File: config.mk
export PLATFORM = sky130hd
export DESIGN_NAME = utf8_decode_glyph_select_flat
export DESIGN_NICKNAME = d
export VERILOG_FILES = /design/src/hw/rtl/u8gs_pkg.sv /design/src/hw/rtl/u8gs_if.sv /design/src/hw/rtl/u8gs_front.sv /design/src/hw/rtl/u8gs_queue.sv /design/src/hw/rtl/u8gs_back.sv /design/src/hw/rtl/utf8_decode_glyph_select.sv /design/src/flat_wrapper.sv
export SDC_FILE = /design/constraint.sdc
export NUM_CORES = 1
export LEC_CHECK = 0
export ABC_AREA = 1
export BUFFER_PORTS_ARGS = -buffer_cell sky130_fd_sc_hd__buf_4
export CORE_MARGIN = 2
export CORE_UTILIZATION = 30
export DETAILED_ROUTE_END_ITERATION = 7
export PLACE_DENSITY = 0.53
export SYNTH_ARGS = -nofsm -noshare
export SYNTH_HDL_FRONTEND = slang
export SYNTH_HIERARCHICAL = 1
export SYNTH_SLANG_ARGS = --single-unit
File: constraint.sdc
create_clock -name clk -period 10.8 [get_ports clk]
set_clock_uncertainty 0.15 [all_clocks]
set_input_delay 2.16 -clock clk [delete_from_list [all_inputs] [get_ports clk]]
set_output_delay 2.16 -clock clk [all_outputs]
set_load 0.01 [all_outputs]
File: src/hw/rtl/u8gs_pkg.sv
// Package for the UTF-8 glyph selector: shared constants, the job record
// passed from the decoder front end to the result back end, and the atlas map.
// No dependencies.
package u8gs_pkg;

  localparam int CP_W     = 21;
  localparam int BYTE_W   = 8;
  localparam int SEL_W    = 2;
  localparam int IDX_W    = 9;
  localparam int CFG_IDX_W = 2;
  localparam int QDEPTH   = 4;
  localparam int QPTR_W   = $clog2(QDEPTH);

  localparam logic [CP_W-1:0] REPLACEMENT = CP_W'(32'hFFFD);
  localparam logic [CP_W-1:0] QMARK       = CP_W'(32'd63);
  localparam logic [CP_W-1:0] LATIN_FIRST = CP_W'(32'd32);
  localparam logic [CP_W-1:0] LATIN_LAST  = CP_W'(32'd255);
  localparam logic [CP_W-1:0] KANA_FIRST  = CP_W'(32'h3040);
  localparam logic [CP_W-1:0] KANA_END    = CP_W'(32'h3100);
  localparam logic [CP_W-1:0] ICON_FIRST  = CP_W'(32'hE000);
  localparam logic [CP_W-1:0] ICON_END    = CP_W'(32'hE200);

  localparam logic [SEL_W-1:0] ATLAS_LATIN = 2'd0;
  localparam logic [SEL_W-1:0] ATLAS_KANA  = 2'd1;
  localparam logic [SEL_W-1:0] ATLAS_ICON  = 2'd2;

  localparam logic [CFG_IDX_W-1:0] CFG_KANA_OK = 2'd0;
  localparam logic [CFG_IDX_W-1:0] CFG_ICON_OK = 2'd1;

  // Work for one accepted byte: rep_count replacement results, then an
  // optional final result.
  typedef struct packed {
    logic [1:0]      rep_count;
    logic            has_final;
    logic [CP_W-1:0] final_cp;
    logic            final_bad;
  } job_t;

  typedef struct packed {
    logic [SEL_W-1:0] sel;
    logic [IDX_W-1:0] idx;
  } glyph_t;

  function automatic glyph_t map_glyph(input logic [CP_W-1:0] cp,
                                       input logic kana_ok,
                                       input logic icon_ok);
    glyph_t g;
    logic [CP_W-1:0] diff;
    diff = '0;
    if (cp >= ICON_FIRST && cp < ICON_END && icon_ok) begin
      g.sel = ATLAS_ICON;
      diff  = cp - ICON_FIRST;
    end else if (cp >= KANA_FIRST && cp < KANA_END && kana_ok) begin
      g.sel = ATLAS_KANA;
      diff  = cp - KANA_FIRST;
    end else begin
      g.sel = ATLAS_LATIN;
      if (cp >= LATIN_FIRST && cp <= LATIN_LAST) begin
        diff = cp - LATIN_FIRST;
      end else begin
        diff = QMARK - LATIN_FIRST;
      end
    end
    g.idx = diff[IDX_W-1:0];
    return g;
  endfunction

endpackage

File: src/hw/rtl/u8gs_if.sv
// Channel interfaces of the UTF-8 glyph selector: byte input, glyph output,
// and configuration write. Depends on u8gs_pkg.
interface u8gs_byte_if;
  logic                         valid;
  logic                         ready;
  logic [u8gs_pkg::BYTE_W-1:0]  text_byte;
  modport source (output valid, output text_byte, input ready);
  modport sink   (input valid, input text_byte, output ready);
endinterface

interface u8gs_glyph_if;
  logic                         valid;
  logic                         ready;
  logic [u8gs_pkg::CP_W-1:0]    code_point;
  logic [u8gs_pkg::SEL_W-1:0]   atlas_sel;
  logic [u8gs_pkg::IDX_W-1:0]   glyph_index;
  logic                         malformed;
  logic                         last_of_run;
  modport source (output valid, output code_point, output atlas_sel,
                  output glyph_index, output malformed, output last_of_run,
                  input ready);
  modport sink   (input valid, input code_point, input atlas_sel,
                  input glyph_index, input malformed, input last_of_run,
                  output ready);
endinterface

interface u8gs_cfg_if;
  logic                            valid;
  logic                            ready;
  logic [u8gs_pkg::CFG_IDX_W-1:0]  index;
  logic                            data;
  modport source (output valid, output index, output data, input ready);
  modport sink   (input valid, input index, input data, output ready);
endinterface

File: src/hw/rtl/u8gs_front.sv
// Decoder front end: holds the UTF-8 sequence state and turns each accepted
// byte that causes a result into one job record. Depends on u8gs_pkg and u8gs_if.
module u8gs_front (
  input  logic                clk,
  input  logic                rst,
  u8gs_byte_if.sink           text_in,
  input  logic                q_full,
  output logic                push,
  output u8gs_pkg::job_t      push_job
);
  import u8gs_pkg::*;

  logic [1:0]      bytes_remaining, bytes_remaining_next;
  logic [1:0]      bytes_held, bytes_held_next;
  logic [CP_W-1:0] partial_code, partial_code_next;
  logic            accept;
  logic [BYTE_W-1:0] b;
  job_t            job;

  assign text_in.ready = !q_full;
  assign accept        = text_in.valid && !q_full;
  assign b             = text_in.text_byte;

  always_comb begin
    bytes_remaining_next = bytes_remaining;
    bytes_held_next      = bytes_held;
    partial_code_next    = partial_code;
    job                  = '0;
    if (bytes_remaining != 2'd0 && b[7:6] == 2'b10) begin
      partial_code_next    = {partial_code[CP_W-7:0], b[5:0]};
      bytes_remaining_next = bytes_remaining - 2'd1;
      bytes_held_next      = bytes_held + 2'd1;
      if (bytes_remaining == 2'd1) begin
        job.has_final        = 1'b1;
        job.final_cp         = {partial_code[CP_W-7:0], b[5:0]};
        bytes_held_next      = 2'd0;
        partial_code_next    = '0;
      end
    end else begin
      // A broken sequence flushes one replacement for the lead and one for
      // each continuation byte already held, then the byte is decoded fresh.
      if (bytes_remaining != 2'd0) begin
        job.rep_count        = bytes_held + 2'd1;
        bytes_remaining_next = 2'd0;
        bytes_held_next      = 2'd0;
        partial_code_next    = '0;
      end
      if (b == 8'h00) begin
        // End of string gives no result of its own.
      end else if (b[7] == 1'b0) begin
        job.has_final = 1'b1;
        job.final_cp  = CP_W'(b);
      end else if (b[7:5] == 3'b110) begin
        partial_code_next    = CP_W'(b[4:0]);
        bytes_remaining_next = 2'd1;
      end else if (b[7:4] == 4'b1110) begin
        partial_code_next    = CP_W'(b[3:0]);
        bytes_remaining_next = 2'd2;
      end else if (b[7:3] == 5'b11110) begin
        partial_code_next    = CP_W'(b[2:0]);
        bytes_remaining_next = 2'd3;
      end else begin
        job.has_final = 1'b1;
        job.final_cp  = REPLACEMENT;
        job.final_bad = 1'b1;
      end
    end
  end

  assign push     = accept && (job.rep_count != 2'd0 || job.has_final);
  assign push_job = job;

  always_ff @(posedge clk) begin
    if (rst) begin
      bytes_remaining <= 2'd0;
      bytes_held      <= 2'd0;
      partial_code    <= '0;
    end else if (accept) begin
      bytes_remaining <= bytes_remaining_next;
      bytes_held      <= bytes_held_next;
      partial_code    <= partial_code_next;
    end
  end

endmodule

File: src/hw/rtl/u8gs_queue.sv
// Short job queue between decoder front end and result back end.
// Depends on u8gs_pkg.
module u8gs_queue (
  input  logic            clk,
  input  logic            rst,
  input  logic            push,
  input  u8gs_pkg::job_t  push_job,
  input  logic            pop,
  output logic            full,
  output logic            empty,
  output u8gs_pkg::job_t  head
);
  import u8gs_pkg::*;

  job_t              entries [QDEPTH];
  logic [QPTR_W-1:0] wr_ptr;
  logic [QPTR_W-1:0] rd_ptr;
  logic [QPTR_W:0]   count;

  assign full  = (count == (QPTR_W+1)'(QDEPTH));
  assign empty = (count == '0);
  assign head  = entries[rd_ptr];

  always_ff @(posedge clk) begin
    if (push) begin
      entries[wr_ptr] <= push_job;
    end
  end

  always_ff @(posedge clk) begin
    if (rst) begin
      wr_ptr <= '0;
      rd_ptr <= '0;
      count  <= '0;
    end else begin
      if (push) begin
        wr_ptr <= wr_ptr + QPTR_W'(1);
      end
      if (pop) begin
        rd_ptr <= rd_ptr + QPTR_W'(1);
      end
      case ({push, pop})
        2'b10:   count <= count + (QPTR_W+1)'(1);
        2'b01:   count <= count - (QPTR_W+1)'(1);
        default: count <= count;
      endcase
    end
  end

endmodule

File: src/hw/rtl/u8gs_back.sv
// Result back end: walks the head job one result per cycle while glyph_out is
// ready, maps each code point to an atlas and glyph index, and holds it in the
// output register. Depends on u8gs_pkg and u8gs_if.
module u8gs_back (
  input  logic            clk,
  input  logic            rst,
  input  logic            kana_atlas_ok,
  input  logic            icon_atlas_ok,
  input  logic            q_empty,
  input  u8gs_pkg::job_t  head,
  output logic            pop,
  u8gs_glyph_if.source    glyph_out
);
  import u8gs_pkg::*;

  logic [1:0]      res_cnt;
  logic            out_valid;
  logic            load;
  logic [2:0]      total;
  logic            is_last;
  logic            is_rep;
  logic [CP_W-1:0] cur_cp;
  logic            cur_bad;
  glyph_t          cur_glyph;

  assign total     = {1'b0, head.rep_count} + {2'b00, head.has_final};
  assign is_last   = ({1'b0, res_cnt} + 3'd1) == total;
  assign is_rep    = res_cnt < head.rep_count;
  assign cur_cp    = is_rep ? REPLACEMENT : head.final_cp;
  assign cur_bad   = is_rep ? 1'b1 : head.final_bad;
  assign cur_glyph = map_glyph(cur_cp, kana_atlas_ok, icon_atlas_ok);

  assign load = !q_empty && (!out_valid || glyph_out.ready);
  assign pop  = load && is_last;

  assign glyph_out.valid = out_valid;

  always_ff @(posedge clk) begin
    if (rst) begin
      out_valid <= 1'b0;
      res_cnt   <= 2'd0;
    end else begin
      if (load) begin
        out_valid <= 1'b1;
        res_cnt   <= is_last ? 2'd0 : res_cnt + 2'd1;
      end else if (glyph_out.ready) begin
        out_valid <= 1'b0;
      end
    end
  end

  always_ff @(posedge clk) begin
    if (load) begin
      glyph_out.code_point  <= cur_cp;
      glyph_out.atlas_sel   <= cur_glyph.sel;
      glyph_out.glyph_index <= cur_glyph.idx;
      glyph_out.malformed   <= cur_bad;
      glyph_out.last_of_run <= is_last;
    end
  end

endmodule

File: src/hw/rtl/utf8_decode_glyph_select.sv
// Top level of the UTF-8 glyph selector: configuration registers, decoder
// front end, job queue and result back end. Depends on u8gs_pkg, u8gs_if,
// u8gs_front, u8gs_queue and u8gs_back.
//
// The block takes a text string one byte per transaction on text_in and
// decodes lenient UTF-8 (1- to 4-byte leads, no overlong or surrogate
// checks). Each decoded code point leaves on glyph_out with its atlas (latin,
// kana or icon) and glyph index; bad leads, stray continuation bytes and
// broken sequences give U+FFFD marked malformed, one for the lead and one for
// each continuation byte held, after which the breaking byte is decoded
// afresh. A zero byte ends the string and flushes any open sequence. Bytes
// are accepted one per cycle as long as the four-entry job queue has room;
// the back end delivers one result transaction per cycle while glyph_out is
// ready, so the results of one byte (at most four) leave one after another,
// and a byte that causes none costs the back end nothing. A result passes
// through the job queue and the output register to glyph_out. Configuration writes
// are accepted every cycle and must be made while the block is idle; an
// unknown register index is ignored. Both atlas enables reset to 1.
module utf8_decode_glyph_select (
  input  logic          clk,
  input  logic          rst,
  u8gs_byte_if.sink     text_in,
  u8gs_glyph_if.source  glyph_out,
  u8gs_cfg_if.sink      cfg
);
  import u8gs_pkg::*;

  logic kana_atlas_ok;
  logic icon_atlas_ok;
  logic q_full;
  logic q_empty;
  logic push;
  logic pop;
  job_t push_job;
  job_t head;

  // The register file never stalls a configuration transaction.
  assign cfg.ready = 1'b1;

  always_ff @(posedge clk) begin
    if (rst) begin
      kana_atlas_ok <= 1'b1;
      icon_atlas_ok <= 1'b1;
    end else if (cfg.valid) begin
      unique case (cfg.index)
        CFG_KANA_OK: kana_atlas_ok <= cfg.data;
        CFG_ICON_OK: icon_atlas_ok <= cfg.data;
        default:     ;
      endcase
    end
  end

  // The front end classifies every byte and only queues bytes that cause
  // at least one result.
  u8gs_front u_front (
    .clk      (clk),
    .rst      (rst),
    .text_in  (text_in),
    .q_full   (q_full),
    .push     (push),
    .push_job (push_job)
  );

  u8gs_queue u_queue (
    .clk      (clk),
    .rst      (rst),
    .push     (push),
    .push_job (push_job),
    .pop      (pop),
    .full     (q_full),
    .empty    (q_empty),
    .head     (head)
  );

  // The back end expands one job into its results and owns the output
  // register, so the front end keeps taking bytes while a result waits.
  u8gs_back u_back (
    .clk           (clk),
    .rst           (rst),
    .kana_atlas_ok (kana_atlas_ok),
    .icon_atlas_ok (icon_atlas_ok),
    .q_empty       (q_empty),
    .head          (head),
    .pop           (pop),
    .glyph_out     (glyph_out)
  );

endmodule

File: src/flat_wrapper.sv
// flat-port wrapper written by rule: the top's interface ports become plain ports
module utf8_decode_glyph_select_flat import u8gs_pkg::*;
  (clk, rst, text_in_valid, text_in_text_byte, text_in_ready, glyph_out_valid, glyph_out_code_point, glyph_out_atlas_sel, glyph_out_glyph_index, glyph_out_malformed, glyph_out_last_of_run, glyph_out_ready, cfg_valid, cfg_index, cfg_data, cfg_ready);
  u8gs_byte_if text_in_i ();
  u8gs_glyph_if glyph_out_i ();
  u8gs_cfg_if cfg_i ();
  input  logic clk;
  input  logic rst;
  input wire logic [$bits(text_in_i.valid)-1:0] text_in_valid;
  input wire logic [$bits(text_in_i.text_byte)-1:0] text_in_text_byte;
  output wire logic [$bits(text_in_i.ready)-1:0] text_in_ready;
  output wire logic [$bits(glyph_out_i.valid)-1:0] glyph_out_valid;
  output wire logic [$bits(glyph_out_i.code_point)-1:0] glyph_out_code_point;
  output wire logic [$bits(glyph_out_i.atlas_sel)-1:0] glyph_out_atlas_sel;
  output wire logic [$bits(glyph_out_i.glyph_index)-1:0] glyph_out_glyph_index;
  output wire logic [$bits(glyph_out_i.malformed)-1:0] glyph_out_malformed;
  output wire logic [$bits(glyph_out_i.last_of_run)-1:0] glyph_out_last_of_run;
  input wire logic [$bits(glyph_out_i.ready)-1:0] glyph_out_ready;
  input wire logic [$bits(cfg_i.valid)-1:0] cfg_valid;
  input wire logic [$bits(cfg_i.index)-1:0] cfg_index;
  input wire logic [$bits(cfg_i.data)-1:0] cfg_data;
  output wire logic [$bits(cfg_i.ready)-1:0] cfg_ready;
  assign text_in_i.valid = text_in_valid;
  assign text_in_i.text_byte = text_in_text_byte;
  assign text_in_ready = text_in_i.ready;
  assign glyph_out_valid = glyph_out_i.valid;
  assign glyph_out_code_point = glyph_out_i.code_point;
  assign glyph_out_atlas_sel = glyph_out_i.atlas_sel;
  assign glyph_out_glyph_index = glyph_out_i.glyph_index;
  assign glyph_out_malformed = glyph_out_i.malformed;
  assign glyph_out_last_of_run = glyph_out_i.last_of_run;
  assign glyph_out_i.ready = glyph_out_ready;
  assign cfg_i.valid = cfg_valid;
  assign cfg_i.index = cfg_index;
  assign cfg_i.data = cfg_data;
  assign cfg_ready = cfg_i.ready;
  utf8_decode_glyph_select u_core (.clk(clk), .rst(rst), .text_in(text_in_i), .glyph_out(glyph_out_i), .cfg(cfg_i));
endmodule
== Word-level counts from Yosys, hierarchy flattened ==
Memory sizes are Yosys's and may differ from the RTL's. A register that Yosys moved wholly into a read port is not among the register bits.
Index checks and enable logic that the tools add are counted.

* Register bits: 71
* Bits in latches: 0
* RAM bits: 100
* ROM bits: 0
* Bits of input ports: 16
* Output and inout bits: 37
* Memories kept: 1

{| class="wikitable"
|+ Memory list
! name !! words !! width !! read ports !! clocked after memory_dff !! wr ports !! RTL line !! source
|-
| u_core.u_queue.entries || 4 || 25 || 1 || 1 || 1 || u8gs_queue.sv:15 || <nowiki>job_t entries [QDEPTH];</nowiki>
|}

* $add $sub $neg: 12
* Multipliers: 0
* Divide/modulo/power cells: 0
* Magnitude comparators: 7
* Equality and inequality tests: 10
* Shifts and indexed selects: 0
* Muxes and demuxes: 42
* Bitwise logic cells: 0
* Reduce and logical (&&, ||, !) cells: 26

{| class="wikitable"
|+ Operator list
! operator !! count
|-
| $mux W21 || 9
|-
| $mux W23 || 4
|-
| $mux W22 || 3
|-
| $mux W2 || 15
|-
| $mux W9 || 3
|-
| $ge A21 B14 Y1 const B || 1
|-
| $ge A21 B16 Y1 const B || 1
|-
| $ge A21 B6 Y1 const B || 1
|-
| $le A21 B8 Y1 const B || 1
|-
| $lt A21 B14 Y1 const B || 1
|-
| $lt A21 B16 Y1 const B || 1
|-
| $logic_and A1 B1 Y1 || 10
|-
| $reduce_bool A2 Y1 || 5
|-
| $sub A9 B1 Y9 const B || 1
|-
| $sub A9 B6 Y9 const B || 1
|-
| $sub A9 B7 Y9 const B || 1
|-
| $add A2 B1 Y2 const B || 4
|-
| $logic_not A8 Y1 || 1
|-
| $mux W1 || 7
|-
| $eq A2 B1 Y1 const B || 3
|-
| $eq A3 B3 Y1 const B || 2
|-
| $pmux W3 S2 || 1
|-
| $reduce_and A2 Y1 || 3
|-
| $eq A5 B5 Y1 const B || 1
|-
| 13 further kinds || 17
|}

== Depth between registers and ports, before layout ==
Gate-level depths: netlist (run 1).

* Depth in word-level cells: 11
* Gate-level depth with buffers: 20

== By module ==
The synthesis (run 1) kept the hierarchy.

{| class="wikitable"
|+ Modules (own cells, without submodules)
! module !! times used !! cells an instance !! area an instance (µm²) !! seq. area each (µm²)
|-
| u8gs_queue || 1 || 300 || 4257.8 || 3183.1
|-
| u8gs_back || 1 || 205 || 1921.8 || 1081.0
|-
| u8gs_front || 1 || 214 || 1282.5 || 380.4
|-
| utf8_decode_glyph_select || 1 || 15 || 102.6 || 40.0
|}

== Least setup slack after synthesis (run 1) ==
No wires, ideal clock.

* Kind: input to register
* From: in glyph_out_ready
* To: reg u_core.u_queue.count[2]
* Setup time: 0.110 ns
* Data arrival time: 5.327 ns
* Slack: 5.213 ns
* Stages: 13
* Path buffers: 0
* Cells stage by stage: inv_1 a21oi_1 inv_1 nor2_1 ha_1 inv_1 fa_1 inv_1 nand2_1 nand3_1 nand2_1 inv_1 nor2_1

* Word-level cells in the longest chain between the ends: 5

{| class="wikitable"
|+ Ends and longest elaborated chain
! item !! RTL line !! source
|-
| start: declaration || flat_wrapper.sv:18 || <nowiki>input wire logic [$bits(glyph_out_i.ready)-1:0] glyph_out_ready;</nowiki>
|-
| $logic_or A1 B1 Y1 * || u8gs_back.sv:33 || <nowiki>assign load = !q_empty && (!out_valid || glyph_out.ready);</nowiki>
|-
| $logic_and A1 B1 Y1 * || u8gs_back.sv:33 ||
|-
| net u_core.u_back.load || u8gs_back.sv:18 || <nowiki>logic load;</nowiki>
|-
| $logic_and A1 B1 Y1 * || u8gs_back.sv:34 || <nowiki>assign pop = load && is_last;</nowiki>
|-
| net u_core.pop || utf8_decode_glyph_select.sv:33 || <nowiki>logic pop;</nowiki>
|-
| $eq A2 B1 Y1 / $eq A2 B2 Y1 (equally long branches) || u8gs_queue.sv:42 || <nowiki>case ({push, pop})</nowiki>
|-
| $pmux W3 S2 / $reduce_bool A2 Y1 (equally long branches) || n/a ||
|-
| end signal: assignment || u8gs_queue.sv:43 || <nowiki>2'b10: count <= count + (QPTR_W+1)'(1);</nowiki>
|-
| end signal: assignment || u8gs_queue.sv:44 || <nowiki>2'b01: count <= count - (QPTR_W+1)'(1);</nowiki>
|-
| end signal: assignment || u8gs_queue.sv:45 || <nowiki>default: count <= count;</nowiki>
|-
| end: declaration || u8gs_queue.sv:18 || <nowiki>logic [QPTR_W:0] count;</nowiki>
|}

The timed path passes the listed nets; every way through them passes the cells marked *.
A chain may end at the register's enable or synchronous reset.

== Final worst setup path (run 1) ==
* From: in text_in_text_byte[6]
* To: mem u_core/u_queue/entries[1][17] (netlist name) (enable)

* Word-level cells in the longest chain between the ends: 11

{| class="wikitable"
|+ Ends and longest elaborated chain
! item !! RTL line !! source
|-
| start: declaration || flat_wrapper.sv:10 || <nowiki>input wire logic [$bits(text_in_i.text_byte)-1:0] text_in_text_byte;</nowiki>
|-
| $eq A5 B5 Y1 || u8gs_front.sv:59 || <nowiki>end else if (b[7:3] == 5'b11110) begin</nowiki>
|-
| $mux W23 || u8gs_front.sv:59 ||
|-
| $mux W23 || u8gs_front.sv:56 || <nowiki>end else if (b[7:4] == 4'b1110) begin</nowiki>
|-
| $mux W23 || u8gs_front.sv:53 || <nowiki>end else if (b[7:5] == 3'b110) begin</nowiki>
|-
| $mux W22 || u8gs_front.sv:50 || <nowiki>end else if (b[7] == 1'b0) begin</nowiki>
|-
| $mux W23 || u8gs_front.sv:48 || <nowiki>if (b == 8'h00) begin</nowiki>
|-
| $mux W22 || u8gs_front.sv:29 || <nowiki>if (bytes_remaining != 2'd0 && b[7:6] == 2'b10) begin</nowiki>
|-
| $logic_or A1 B1 Y1 * || u8gs_front.sv:70 || <nowiki>assign push = accept && (job.rep_count != 2'd0 || job.has_final);</nowiki>
|-
| $logic_and A1 B1 Y1 * || u8gs_front.sv:70 ||
|-
| net u_core.push || utf8_decode_glyph_select.sv:32 || <nowiki>logic push;</nowiki>
|-
| $mux W1 * || u8gs_queue.sv:25 || <nowiki>if (push) begin</nowiki>
|-
| $mux W1 (implied by the code) * || u8gs_queue.sv:26 || <nowiki>entries[wr_ptr] <= push_job;</nowiki>
|-
| end: declaration || u8gs_queue.sv:15 ||
|}

Marked as above.

==> results.toml, run 1 <==
[timing]
rsz0062_at_grt = "false"
final.min_clock_period_ns = 4.54
tightest_slew_ns = 1.12
fmax_mhz = 220
max-slew-margin-rel_pct = 25.3
slew_violations = 0
period_share_pct = 42.0
setup-violations-final = 0
hold_viol = 0
fin_tns_setup_ns = 0

[worst_setup_path]
cp-start-kind = "input pin"
rrSetupSlack_ns = 7.01
critPathMaxStageDelay_ns = 0.80
cp.required_ns = 10.69
slowest_stage = "inv_1"
worst-path-buf-inv = 5
path_max_fanout = 25
worstSetupPathType = "in -> reg"
cp_cell_sequence = "buf_4, inv_1, nand3_2, inv_1, nand2_1, nand3_1, nand2_1, inv_1, nand2_1, inv_1"
cp-end-kind = "flop"
critical_path_arrival_ns = 4.43
worst_r2r_endpoint = "u_core/u_back/glyph_out.glyph_index[5]"
cp.depth = 10
crit_top_cell = "inv_1"
crit_family = "buffers and inverters"
r2r_cells = 17

[clocking]
cts.sinks = 167
htreeDepth = 4
root_buffer = "clkbuf_16"
post-cts-setup-buffers = 0
cts_tree = "yes"
insertion_delay_ns = 0.43
cts_hold_buf = 0
cts_buffer_depth = 2
cts_buffers = 17
clk_pin_slew_ns = 0.07
cts_resized = 0

[pwr]
swShare_pct = 36.7
clkPwrFrac_pct = 26.6
p_comb_share_pct = 33.0
internal-power_mw = 1.39
p_seq_share_pct = 40.3
netSwitchingPower_mw = 0.806
irDropWorstVdd_uv = 97.7
p_leak_nw = 3.40
powerDensity_mw_per_mm2 = 251

[cells_and_area]
seqCellArea_mm2 = 0.00468
nNetsFinal = 810
multi_input_area_mm2 = 0.00236
drive_above_1_share_pct = 17.5
layout.cells.non_filler = 1124
antenna_cells = 0
nFillCells = 2532
areaGrowthSynthToFinish_pct = 15.8

[synth]
ys_seq_area_share_pct = 61.9
ys_ff_latch = 167
avgSynthCellArea_um2 = 10.3
synthCells = 734
synth_cell_types = 43
yosys_warnings = 6
synth_area_mm2 = 0.00756
synth_nets = 763

[detailed_routing]
ant_nets = 0
vias = 5084
finalWirelength_um = 16000
avgViaCountPerCell = 4.52
route.detailed.wl_per_inst_um = 14.2
drt_first_pass_iters = 6
drc = 0
drt_iter0_markers = 317

[placed_design]
gp_congestion = 0.834
hpwl_um = 10800
dp.cells = 1092
io_buffer_count = 51

[hold_path]
hp-start = "u_core/u_queue/rd_ptr[1]"
whs_path_depth = 1
worstHoldPathType = "reg -> reg"
min_delay_worst_endpoint = "u_core/u_queue/rd_ptr[1]"

[status]
outcome = "completed"

[die]
start_util_pct = 30.3
ioPinCount = 53
fp-row-count = 58
die_w_um = 163
die_y_um = 163
core_mm2 = 0.0250
dieArea_mm2 = 0.0265

[global_route]
antenna_found_initial = 0
grt_start_max_net_pins = 52
grt-ovfl-total = 0
grt_pass1_vias = 4759
grt.total_usage_pct = 12.5
grt_pass1_wl_um = 25300

[job]
cap_violations = 0
cells by family (layout without fill, tap and decap cells):
kind of cell	Yosys count	after routing	synth area share (%)
compound gates	142	142	11.2
xor+xnor	3	3	0.347
fa+ha+maj	13	13	2.25
buf+inv	112	172	7.05
flops	167	167	61.9
other cells	1	1	0.0496
simple gates	296	296	17.2
per-stage QoR:
stage	hold slack [ns]	power (mW)	utilization (%)	cell area (µm²)	setup WS [ns]
2_1_floorplan	0.262	1.43	-	7560	5.21
3_3_place_gp	0.275	1.63	32.8	8190	5.95
3_5_place_dp	0.282	1.64	32.8	8190	5.83
4_1_cts	0.292	2.23	35.1	8760	6.27
5_1_grt	0.310	2.35	35.1	8760	6.07
6_report	0.291	2.20	35.1	8760	6.26
synthesized netlist by cell type:
cell / instances / area (µm²)
a21boi_2: 1 / 11.3
a21oi_1: 37 / 185
a21oi_2: 2 / 17.5
a31oi_1: 1 / 6.26
and2_1: 5 / 31.3
buf_1: 1 / 3.75
buf_2: 4 / 20.0
buf_4: 9 / 67.6
buf_6: 8 / 90.1
buf_8: 1 / 15.0
clkbuf_1: 3 / 11.3
conb_1: 1 / 3.75
dfxtp_1: 33 / 661
edfxtp_1: 134 / 4020
fa_1: 1 / 20.0
ha_1: 12 / 150
inv_1: 81 / 304
inv_2: 4 / 15.0
inv_4: 1 / 6.26
nand2_1: 123 / 462
nand2_2: 7 / 43.8
nand2_4: 2 / 22.5
nand3_1: 38 / 190
nand3_2: 4 / 40.0
nand3b_1: 2 / 15.0
nand4_1: 5 / 31.3
nand4_2: 1 / 12.5
nor2_1: 94 / 353
nor2_2: 5 / 31.3
nor3_1: 6 / 30.0
nor3_4: 1 / 16.3
o211ai_1: 1 / 7.51
o21a_1: 1 / 7.51
o21ai_0: 21 / 105
o21ai_1: 31 / 155
o21ai_2: 20 / 175
o221ai_1: 1 / 8.76
o22ai_1: 24 / 150
o22ai_2: 1 / 12.5
o31ai_1: 1 / 7.51
or2_2: 3 / 18.8
xnor2_1: 2 / 17.5
xor2_1: 1 / 8.76
power groups by stage:
stage / Combinational (mW) / Sequential [mW] / Clock, mW
2_1_floorplan: 0.497 / 0.930 / 0
3_3_place_gp: 0.727 / 0.903 / 0
3_5_place_dp: 0.735 / 0.902 / 0
4_1_cts: 0.736 / 0.888 / 0.602
5_1_grt: 0.825 / 0.897 / 0.630
6_report: 0.725 / 0.887 / 0.586
cell usage in the layout, fill, tap and decap left out, types with 6 or more instances in the layout:
cell type  netlist  routed
a21oi_1         37      36
buf_4            9      54
clkbuf_16        0      17
dfxtp_1         33      33
edfxtp_1       134     134
ha_1            12      12
inv_1           81      81
nand2_1        123     123
nand2_2          7       7
nand3_1         38      38
nor2_1          94      94
nor3_1           6       6
o21ai_0         21      21
o21ai_1         31      31
o21ai_2         20      20
o22ai_1         24      24
final cells by class:
cell class | instances | area share, %
Sequential cell | 167 | 53.5
Multi-Input combinational cell | 455 | 26.9
Clock buffer | 17 | 4.85
Tap cell | 330 | 4.71
Timing Repair Buffer | 54 | 4.63
Inverter | 86 | 3.71
Clock inverter | 15 | 1.73
registers in the layout (all words and copies together), names as in the netlist, named ones only:
name	cells
u_core/u_queue/wr_ptr	2
u_core/u_back/glyph_out.valid	1
u_core/u_front/bytes_remaining	2
u_core/u_queue/entries	100
u_core/u_back/glyph_out.code_point	21
u_core/u_back/glyph_out.glyph_index	9
u_core/u_back/glyph_out.last_of_run	1
u_core/u_back/res_cnt	2
u_core/u_front/partial_code	15
u_core/kana_atlas_ok	1
u_core/u_front/bytes_held	2
u_core/u_back/glyph_out.atlas_sel	2
u_core/icon_atlas_ok	1
u_core/u_back/glyph_out.malformed	1
u_core/u_queue/rd_ptr	2
u_core/u_queue/count	3
worst max path at each step:
stage | to | slack [ns] | from
6_report | u_core/u_queue/entries[1][17] | 6.26 | text_in_text_byte[6]
5_1_grt | u_core/u_queue/entries[0][11] | 6.07 | text_in_text_byte[6]
2_1_floorplan | u_core/u_queue/count[2] | 5.21 | glyph_out_ready
3_5_place_dp | u_core/u_queue/entries[3][13] | 5.83 | text_in_text_byte[6]
3_3_place_gp | u_core/u_queue/entries[0][13] | 5.95 | text_in_text_byte[6]
4_1_cts | u_core/u_queue/entries[3][11] | 6.27 | text_in_text_byte[6]
per-layer routing:
layer	global-route usage [%]	up-vias	share of wire [%]
met5	0	-	0
met4	3.22	0	0.82
met2	20.0	120	47
met1	16.7	2363	47
met3	3.34	12	4.9
li1	-	2589	-
worst register-to-register path, stage by stage, from the launching register on:
cell and delay (ns):
dfxtp_1 0.30, buf_4 0.29, inv_4 0.54, o21ai_1 0.15, o22ai_1 0.25, inv_1 0.09
ha_1 0.33, a21oi_2 0.47, nor2_1 0.18, inv_1 0.10, ha_1 0.14, inv_1 0.04
nor2_1 0.08, nand3_1 0.08, nand3_1 0.09, nand2_1 0.09, a21oi_1 0.14, nor2_1 0.05
(Power assumes the default switching activity.)
==> inputs of run 2 (changes only) <==
==> constraint.sdc (replaced) <==
create_clock -name clk -period 4.63 [get_ports clk]
set_clock_uncertainty 0.15 [all_clocks]
set_input_delay 0.926 -clock clk [delete_from_list [all_inputs] [get_ports clk]]
set_output_delay 0.926 -clock clk [all_outputs]
set_load 0.01 [all_outputs]
==> run 2 against run 1 <==
  * First-iteration DRC count is 40% higher
  * Combinational power is 140% higher
  * Sequential share of layout area is 0.51 points lower
  * Sequential cell count stayed put
==> results.toml, run 2 (synthesis gave the netlist of run 1 again) <==
[status]
outcome = "completed"

[detailed_routing]
avgViaCountPerCell = 4.55
drc = 0
vias = 5147
finalWirelength_um = 16000
drt_first_pass_iters = 5
drt_iter0_markers = 443
ant_nets = 0
route.detailed.wl_per_inst_um = 14.1

[cells_and_area]
layout.cells.non_filler = 1132
antenna_cells = 0
top_register = "u_core/u_queue/entries"
drive_above_1_share_pct = 18.3
areaGrowthSynthToFinish_pct = 17.0
nNetsFinal = 818
final_common_cell = "edfxtp_1"
most-common-layout-cells = "edfxtp_1 (134), nand2_1 (123), nor2_1 (94)"
largest_reg_flops = 100
reg_top3 = "u_core/u_queue/entries: 100 flops, u_core/u_back/glyph_out.code_point: 21 flops, u_core/u_front/partial_code: 15 flops"

[die]
ioPinCount = 53
die_w_um = 163
start_util_pct = 30.3
core_mm2 = 0.0250
fp-row-count = 58
dieArea_mm2 = 0.0265
die_y_um = 163

[global_route]
grt_pass1_vias = 4812
grt-ovfl-total = 0
grt_pass1_wl_um = 25400
antenna_found_initial = 0
grt_start_max_net_pins = 45
grt.total_usage_pct = 12.5

[worst_setup_path]
path_max_fanout = 26
cp.required_ns = 4.80
worstSetupPathType = "reg -> reg"
slowest_stage = "buf_4"
cp_cell_sequence = "buf_4, inv_2, buf_4, o21ai_2, o22ai_1, ha_1, ha_1, xnor2_1, nand3_1, nor2_1, ha_1, inv_1, fa_1, inv_1, nand2_1, nand3_1, nand2_1, inv_1, nor2_1"
cp-start-kind = "flop"
critPathMaxStageDelay_ns = 0.38
cp-end-kind = "flop"
critical_path_arrival_ns = 3.66

[clocking]
cts_buffer_depth = 2
cts_buffers = 17
clk_pin_slew_ns = 0.07
cts.sinks = 167
post-cts-setup-buffers = 0
insertion_delay_ns = 0.42
cts_resized = 0
cts_hold_buf = 0
root_buffer = "clkbuf_16"
cts_tree = "yes"
htreeDepth = 4

[pwr]
powerDensity_mw_per_mm2 = 588
p_leak_nw = 3.45
irDropWorstVdd_uv = 252

[timing]
setup_ws_ns = 1.14
rsz0062_at_grt = "false"
slew_violations = 0
final.min_clock_period_ns = 3.49
fin_tns_setup_ns = 0
hold_viol = 0
period_share_pct = 75.4
max-slew-margin-rel_pct = 57.9
setup-violations-final = 0
fmax_mhz = 286
tightest_slew_ns = 0.627

[placed_design]
hpwl_um = 10900
gp_congestion = 0.826
io_buffer_count = 51
dp.cells = 1100
dp_slack_ns = 1.10

[job]
cap_violations = 0

[hold_path]
hp-start = "u_core/u_queue/rd_ptr[1]"
worstHoldPathType = "reg -> reg"
run 2: changes by cell type in the layout (fill, tap and decap cells not counted):
cell	delta
bufinv_16	+2
clkinv_8	-2
clkbuf_8	+1
clkinv_2	-1
inv_8	-4
buf_4	+8
clkinvlp_4	+1
clkinv_4	+3
run 2: metrics by stage:
step                area [µm²]  hold WS (ns)  utilization (%)  total power [mW]
finish                    8850         0.311             35.4              5.21
global route              8850         0.332             35.4              5.55
CTS                       8850         0.300             35.4              5.27
detailed placement        8250         0.281             33.0              3.83
global placement          8250         0.285             33.0              3.83
floorplan                 7560         0.262                -              3.33
run 2: report_power, final:
group / switching, mW / internal, mW / total (mW) / leakage [nW]
Clock: 0.604 / 0.823 / 1.43 / 0.294
Sequential: 0.0843 / 1.99 / 2.07 / 1.50
Combinational: 1.15 / 0.557 / 1.71 / 1.66
Total: 1.84 / 3.37 / 5.21 / 3.45
run 2: area by class of cell:
cell class | count | area, µm²
Fill cell | 2518 | 16100
Multi-Input combinational cell | 455 | 2360
Tap cell | 330 | 413
Clock inverter | 14 | 163
Inverter | 86 | 325
Clock buffer | 18 | 439
Timing Repair Buffer | 62 | 465
Sequential cell | 167 | 4680
run 2: path summary, 6_finish.rpt:
check | endpoint | cells past startpoint | slack [ns]
setup / recovery | u_core/u_queue/count[2] | 19 | 1.14
hold / removal | u_core/u_queue/rd_ptr[1] | 1 | 0.31
setup reg to reg | u_core/u_queue/count[2] | 19 | 1.14
hold reg to reg | u_core/u_queue/rd_ptr[1] | 1 | 0.31
run 2: per-layer routing:
layer | share of wire (%) | track usage, %
met4 | 0.84 | 3.38
met5 | 0 | 0
met1 | 50 | 17.4
met2 | 45 | 19.4
met3 | 4.6 | 3.03
run 2: critical path, delay by kind of cell (launching register included):
kind | cells | cell delay, ns
AO/OA/AOI/OAI | 2 | 0.32
XOR/XNOR | 1 | 0.15
adder cells (fa/ha/maj) | 4 | 1.02
buffers and inverters | 6 | 0.86
flip-flops | 1 | 0.30
AND/OR/NAND/NOR | 6 | 0.58
